==> src/hw/rtl/spbd_pkg.sv <==
// ----------------------------------------------------------------------------
// spbd_pkg
// Shared constants and types for the splitmix bounded draw generator.
// ----------------------------------------------------------------------------
package spbd_pkg;

    localparam logic [63:0] GOLDEN_STEP = 64'h9E3779B97F4A7C15;
    localparam logic [63:0] MIX_MUL_A   = 64'hBF58476D1CE4E5B9;
    localparam logic [63:0] MIX_MUL_B   = 64'h94D049BB133111EB;
    localparam logic [31:0] LOW32_MASK  = 32'hFFFFFFFF;

    // request kinds
    localparam logic [2:0] MODE_RAW64  = 3'd0;
    localparam logic [2:0] MODE_HIGH32 = 3'd1;
    localparam logic [2:0] MODE_BELOW  = 3'd2;
    localparam logic [2:0] MODE_RANGE  = 3'd3;
    localparam logic [2:0] MODE_FRAC24 = 3'd4;
    localparam logic [2:0] MODE_CHANCE = 3'd5;

    // configuration register indexes
    localparam logic [1:0] CFG_SEED   = 2'd0;
    localparam logic [1:0] CFG_SALT   = 2'd1;
    localparam logic [1:0] CFG_SALTED = 2'd2;

    // control from the sequencer to the finaliser unit
    typedef struct packed {
        logic start;
        logic pre_mul;   // multiply by the golden step before finalising
    } mix_ctl_t;

endpackage

==> src/hw/rtl/spbd_mix.sv <==
// ----------------------------------------------------------------------------
// spbd_mix
// Iterative splitmix64 finaliser built around one 32x32 multiplier.
// Each 64-bit multiply mod 2^64 is built from three partial products, taken in turn.
// ----------------------------------------------------------------------------
module spbd_mix
    import spbd_pkg::*;
(
    input  logic        clk,
    input  logic        rst_n,
    input  mix_ctl_t    ctl,
    input  logic [63:0] x_in,
    output logic        done,
    output logic [63:0] result
);

    typedef enum logic [2:0] {
        M_IDLE,
        M_PMUL,
        M_X30,
        M_MA,
        M_MB,
        M_DONE
    } mix_state_t;

    mix_state_t  state_reg;
    logic [1:0]  phase_reg;
    logic [63:0] x_reg;
    logic [63:0] acc_reg;

    logic [63:0] k;
    logic [31:0] mul_a;
    logic [31:0] mul_b;
    logic [63:0] mul_p;
    logic [63:0] prod;

    always_comb
    begin
        case (state_reg)
            M_PMUL:  k = GOLDEN_STEP;
            M_MA:    k = MIX_MUL_A;
            default: k = MIX_MUL_B;
        endcase
        // phase 0: lo*lo, phase 1: lo*hi, phase 2: hi*lo
        mul_a = (phase_reg == 2'd2) ? x_reg[63:32] : x_reg[31:0];
        mul_b = (phase_reg == 2'd1) ? k[63:32] : k[31:0];
        mul_p = {32'b0, mul_a} * {32'b0, mul_b};
        prod  = {acc_reg[63:32] + mul_p[31:0], acc_reg[31:0]};
    end

    assign done   = (state_reg == M_DONE);
    assign result = x_reg;

    always_ff @(posedge clk or negedge rst_n)
    begin
        if (!rst_n)
        begin
            state_reg <= M_IDLE;
            phase_reg <= 2'd0;
        end
        else
        begin
            case (state_reg)
                M_IDLE, M_DONE:
                begin
                    if (ctl.start)
                    begin
                        x_reg     <= x_in;
                        phase_reg <= 2'd0;
                        state_reg <= ctl.pre_mul ? M_PMUL : M_X30;
                    end
                    else
                    begin
                        state_reg <= M_IDLE;
                    end
                end
                M_X30:
                begin
                    x_reg     <= x_reg ^ (x_reg >> 30);
                    phase_reg <= 2'd0;
                    state_reg <= M_MA;
                end
                M_PMUL, M_MA, M_MB:
                begin
                    if (phase_reg == 2'd0)
                    begin
                        acc_reg   <= mul_p;
                        phase_reg <= 2'd1;
                    end
                    else if (phase_reg == 2'd1)
                    begin
                        acc_reg   <= prod;
                        phase_reg <= 2'd2;
                    end
                    else
                    begin
                        phase_reg <= 2'd0;
                        case (state_reg)
                            M_PMUL:
                            begin
                                x_reg     <= prod;
                                state_reg <= M_X30;
                            end
                            M_MA:
                            begin
                                x_reg     <= prod ^ (prod >> 27);
                                state_reg <= M_MB;
                            end
                            default:
                            begin
                                x_reg     <= prod ^ (prod >> 31);
                                state_reg <= M_DONE;
                            end
                        endcase
                    end
                end
                default:
                begin
                    state_reg <= M_IDLE;
                end
            endcase
        end
    end

endmodule

==> config.mk <==
export PLATFORM = sky130hd
export DESIGN_NAME = spbd_mix
export DESIGN_NICKNAME = d
export VERILOG_FILES = /design/src/hw/rtl/spbd_pkg.sv /design/src/hw/rtl/spbd_mix.sv
export SDC_FILE = /design/constraint.sdc
export NUM_CORES = 2
export LEC_CHECK = 0
export ABC_CLOCK_PERIOD_IN_PS = 29200
export BUFFER_PORTS_ARGS = -buffer_cell sky130_fd_sc_hd__buf_4
export CORE_MARGIN = 2
export CORE_UTILIZATION = 35
export DETAILED_ROUTE_END_ITERATION = 8
export HOLD_SLACK_MARGIN = 0.08
export PLACE_DENSITY = 0.55
export SLEW_MARGIN = 5
export SYNTH_ARGS = -nofsm -noshare
export SYNTH_HDL_FRONTEND = slang
export SYNTH_SLANG_ARGS = --single-unit
==> constraint.sdc <==
create_clock -name clk -period 29.2 [get_ports clk]
set_input_delay 4.38 -clock clk [delete_from_list [all_inputs] [get_ports clk]]
set_output_delay 4.38 -clock clk [all_outputs]
set_load 0.02 [all_outputs]
Yosys cells after proc, flatten, opt, wreduce, memory -nomap -nowiden
Index checks and enable logic that the tools add are counted.

Bits in registers: 133. Output and inout port bits: 65.

Add/subtract/negate cells: 1. Multipliers: 1. Eq/ne operators: 10. Multiplexer cells: 20. Bitwise operators: 3. Reduce and logical (&&, ||, !) cells: 11.

Operator list (count): $mux W64 (5); $pmux W64 S3 (1); $pmux W64 S2 (1); $pmux W62 S2 (1); $mul A32 B32 Y64 (1); $mux W32 (2); $xor A64 B33 Y64 (1); $xor A64 B34 Y64 (1); $xor A64 B37 Y64 (1); $add A32 B32 Y32 (1); $mux W2 (5); $pmux W3 S3 (1); $eq A3 B2 Y1 const B (2); $eq A3 B3 Y1 const B (2); $mux W3 (2); $ne A2 B2 Y1 const B (3); $pmux W2 S3 (1); $pmux W3 S2 (1); $reduce_and A3 Y1 (2); $reduce_and A5 Y1 (1); $reduce_and A2 Y1 (2); $eq A3 B1 Y1 const B (1); $logic_not A3 Y1 (1); $reduce_bool A3 Y1 (1); 6 further kinds (6).

Depth between registers and ports, before layout
Depth after elaboration: 10. Depth in mapped cells: 43.

Worst setup path after synthesis
OpenSTA, ideal clock, no wires.

Path type: reg2reg. Start: reg state_reg[0]. End: reg x_reg[29], in the netlist result[29], data pin. Data arrival time: 9.964 ns. Data required time: 28.939 ns. Slack: 18.976 ns. Stages on the path, launching flop included: 41. Path buffers: 4. Clock period less this slack: 10.224 ns. Cells stage by stage: dfrtp_1 > clkbuf_1 > nor2b_1 > clkbuf_1 > nand2_1 > nor2_1 > clkbuf_1 > clkbuf_1 > o21ai_0 > fa_1 > inv_1 > fa_1 > fa_1 > inv_1 > fa_1 > inv_1 > fa_1 > inv_1 > (+5 left out) > inv_1 > ha_1 > nand4_1 > nor2_1 > a21o_1 > a311oi_4 > o21ai_0 > xor2_1 > ha_1 > a21o_1 > a21o_1 > a21oi_1 > o21bai_1 > a21oi_1 > o41ai_4 > o31ai_4 > xnor3_1 > a221o_1.

Word-level cells in the longest chain between the ends: 10.

Ends and longest elaborated chain: from (decl) (RTL line spbd_mix.sv:26) `mix_state_t state_reg;`; from (signal assigned) (RTL line spbd_mix.sv:70) `state_reg <= ctl.pre_mul ? M_PMUL : M_X30;`; $eq A3 B2 Y1 or $eq A3 B1 Y1 (tied branches) (RTL line spbd_mix.sv:39, spbd_mix.sv:63, spbd_mix.sv:98); $pmux W62 S2 (RTL line spbd_mix.sv:39) `case (state_reg)`; $mux W32 (RTL line spbd_mix.sv:46) `mul_b = (phase_reg == 2'd1) ? k[63:32] : k[31:0];`; $mul A32 B32 Y64 (RTL line spbd_mix.sv:47) `mul_p = {32'b0, mul_a} * {32'b0, mul_b};`; $add A32 B32 Y32 (RTL line spbd_mix.sv:48) `prod = {acc_reg[63:32] + mul_p[31:0], acc_reg[31:0]};`; $xor A64 B33 Y64 or $xor A64 B37 Y64 (tied branches) (RTL line spbd_mix.sv:111, spbd_mix.sv:106); $pmux W64 S2 (RTL line spbd_mix.sv:98) `case (state_reg)`; $mux W64 (RTL line spbd_mix.sv:90) `else if (phase_reg == 2'd1)`; $mux W64 (RTL line spbd_mix.sv:85) `if (phase_reg == 2'd0)`; $pmux W64 S3 (*) (RTL line spbd_mix.sv:63) `case (state_reg)`; to (signal assigned) (RTL line spbd_mix.sv:68) `x_reg <= x_in;`; to (signal assigned) (RTL line spbd_mix.sv:101) `x_reg <= prod;`; to (signal assigned) (RTL line spbd_mix.sv:106) `x_reg <= prod ^ (prod >> 27);`; to (decl) (RTL line spbd_mix.sv:28) `logic [63:0] x_reg;`.

Every way passes the cells marked *; elsewhere a longest branch is shown, timed or not. The select of a mux whose other input is x is not followed. A chain may end at the register's enable or synchronous reset.

Worst setup path in the final report
Start: reg state_reg[2]. End: reg x_reg[35], in the netlist result[35], data pin.

The elaborated chain is that of the path after synthesis.

==> results.ini <==
[outcome]
status = finished, final reports clean

[hold_path]
hp-class = reg2reg
whs_path_depth = 1

[worst_setup_path]
endpoint_kind = flip-flop
slowest_delay_ns = 0.76
worst-path-buf-inv = 9
crit_family = adder cells
cp-start-kind = flip-flop
crit_arrival_ns = 13.24
cp.depth = 40
path_class = reg2reg
r2r_cells = 40
cp_max_fo = 27
critPathSlowestCell = nand2_1
cp.required_ns = 29.39

[yosys]
postSynthAreaPerCell_sq_um = 9.10
syn_area_sq_um = 40600
synthesis.nets = 5722
synth.top_cells.by_area = fa_1 (44%), edfxtp_1 (9.5%), ha_1 (9.5%)
yosysWarningCount = 0
async_flop_share_pct = 3.76
synth_seq_cells = 133
synth_cell_types = 80
yosysTopAreaCell = fa_1
netlist.area_leader.share_pct = 43.6
synth-edff-count = 128
synth_cells = 4462
ys.flop_type = edfxtp_1
yosysSeqAreaShare_pct = 9.77

[place]
pre_cts_ws_ns = 16.57
place_hpwl_um = 140000
placement.io_buffers = 132
gp_congestion = 1.00
placedCellCount = 6019

[sta]
period_minus_slack_ns = 13.05
hold_slack_ns = 0.618
hold_viol_final = 0
finalMaxSlewViolations = 0
tightest_slew_ns = 1.31
setup_viol = 0
setup_tns_ns = 0
finClkSkew_ns = 0.0131
rsz0062_at_grt = false
final.period_utilization_pct = 44.7
worst_slack_ns = 16.15
max_freq_mhz = 76.6
slew_headroom_pct = 11.5

[clocking]
postCtsHoldBufs = 0
cts_tree = built
clkLatencyLatePin_ns = 0.45
cts_buffers = 17
htree_levels = 4
cts_buffer_depth = 2
cts_num_sinks = 133
cts_setup_buffers = 0
cts.repair.resized = 0
cts_root_buffer = clkbuf_16
path_clk_slew_ns = 0.06

[layout]
fillers = 11700
drive_gt1_share_pct = 7.76
instances_no_fill = 6055
final_nets = 5786
syn_to_final_growth_pct = 8.93

[drt]
drt_wl_total_um = 168000
routed_via_density = 5.46
drt_first_pass_iters = 6
postRouteAntennaNets = 0
drc = 0
num_vias = 33100
wire_per_inst_um = 27.7
initialDrtViolationCount = 3825

[floorplan]
die_h_um = 345
start_util_pct = 35.4
io_pins = 133
die-width_um = 345
core-area_sq_um = 115000
fp.dieArea_sq_um = 119000
rows = 124

[grt]
grt_max_degree = 52
antenna_found_initial = 6
grt_usage_pct = 28.7
grt_remaining_overflow = 0
first_global_vias = 34300
grt_pass1_wl_um = 244000

[job]
maxCapViolCount = 0

cells in the final DEF (no fill, tap or decap), types with 7 or more instances in the layout:
cell type  synthesis  layout
nor2_4             0       7
nand2b_1           9       8
and2_1            54      53
edfxtp_1         128     128
mux2_2            26      26
a21oi_1          155     154
buf_4              0     231
or2_2              7       7
or3_1              9       9
o21ai_1           10       9
and3_1            14      14
nor3_1            35      34
o21bai_1          18      18
a21o_1            59      59
nor2_1           414     403
a31oi_1           22      22
o221ai_1           9       9
o211ai_1          17      17
nand4_1           18      18
a221oi_1          10      10
a22oi_1           20      20
nand2_1          581     578
clkbuf_16          0      17
o22ai_1            7       7
a41oi_1            7       7
o21ai_0          133     132
mux2i_1           31      31
nand3_1           54      54
fa_1             885     885
xor2_1            72      72
nor2b_1           13      11
ha_1             307     307
xnor2_1           92      91
inv_1            959     959
through the flow:
stage                     utilization, %  cell area (sq um)
final                               38.6              44300
after global routing                38.6              44200
after CTS                           38.6              44200
after detailed placement            38.1              43700
after global placement              38.1              43700
after floorplan                        -              40600
worst paths after layout:
| check | slack, ns | startpoint | to |
|---|---|---|---|
| setup / recovery | 16.15 | state_reg[2]$_DFFE_PN0P_ | result[35]$_DFFE_PP_ |
| hold / removal | 0.62 | acc_reg[14]$_DFFE_PP_ | result[14]$_DFFE_PP_ |
| setup reg to reg | 16.15 | state_reg[2]$_DFFE_PN0P_ | result[35]$_DFFE_PP_ |
| hold reg to reg | 0.62 | acc_reg[14]$_DFFE_PP_ | result[14]$_DFFE_PP_ |
| max in group asynchronous | 25.30 | rst_n | state_reg[1]$_DFFE_PN0P_ |
| min in group asynchronous | 3.74 | rst_n | phase_reg[1]$_DFFE_PN0P_ |
layer usage:
| layer | routed length (um) | track usage (%) | vias to the layer above |
|---|---|---|---|
| met2 | 73200 | 43.6 | 1980 |
| met3 | 16100 | 4.73 | 411 |
| met5 | 71 | 0 | - |
| met4 | 10300 | 14.0 | 10 |
| li1 | - | - | 13900 |
| met1 | 68000 | 39.9 | 16800 |
Yosys cell counts, types with 22 or more instances:
master	instances
inv_1	959
xnor2_1	92
o21ai_0	133
mux2i_1	31
ha_1	307
a31oi_1	22
edfxtp_1	128
and2_1	54
nand3_1	54
mux2_2	26
nor2_1	414
a21o_1	59
a21oi_1	155
fa_1	885
nor3_1	35
nand2_1	581
xor2_1	72
clkbuf_1	157
logic make-up after synthesis:
| kind of cell | share of synthesized area, % |
|---|---|
| AO/OA/AOI/OAI | 8.81 |
| XOR/XNOR | 3.84 |
| adder cells (fa/ha/maj) | 53.1 |
| buffers and inverters | 10.7 |
| flip-flops | 9.77 |
| multiplexers | 1.48 |
| AND/OR/NAND/NOR | 12.4 |
layout make-up:
cell class | instances | area (sq um) | area share, %
multi-input combinational | 3177 | 32400 | 73.3
sequential | 133 | 3970 | 8.97
inverter | 966 | 3630 | 8.19
tap | 1512 | 1890 | 4.27
timing repair buffer | 231 | 1730 | 3.92
clock buffer | 17 | 425 | 0.961
clock inverter | 15 | 155 | 0.351
antenna | 4 | 10.0 | 0.0226
Power is not shown: default switching activity piles up to over one toggle a cycle in this logic, so the estimate is an artifact.
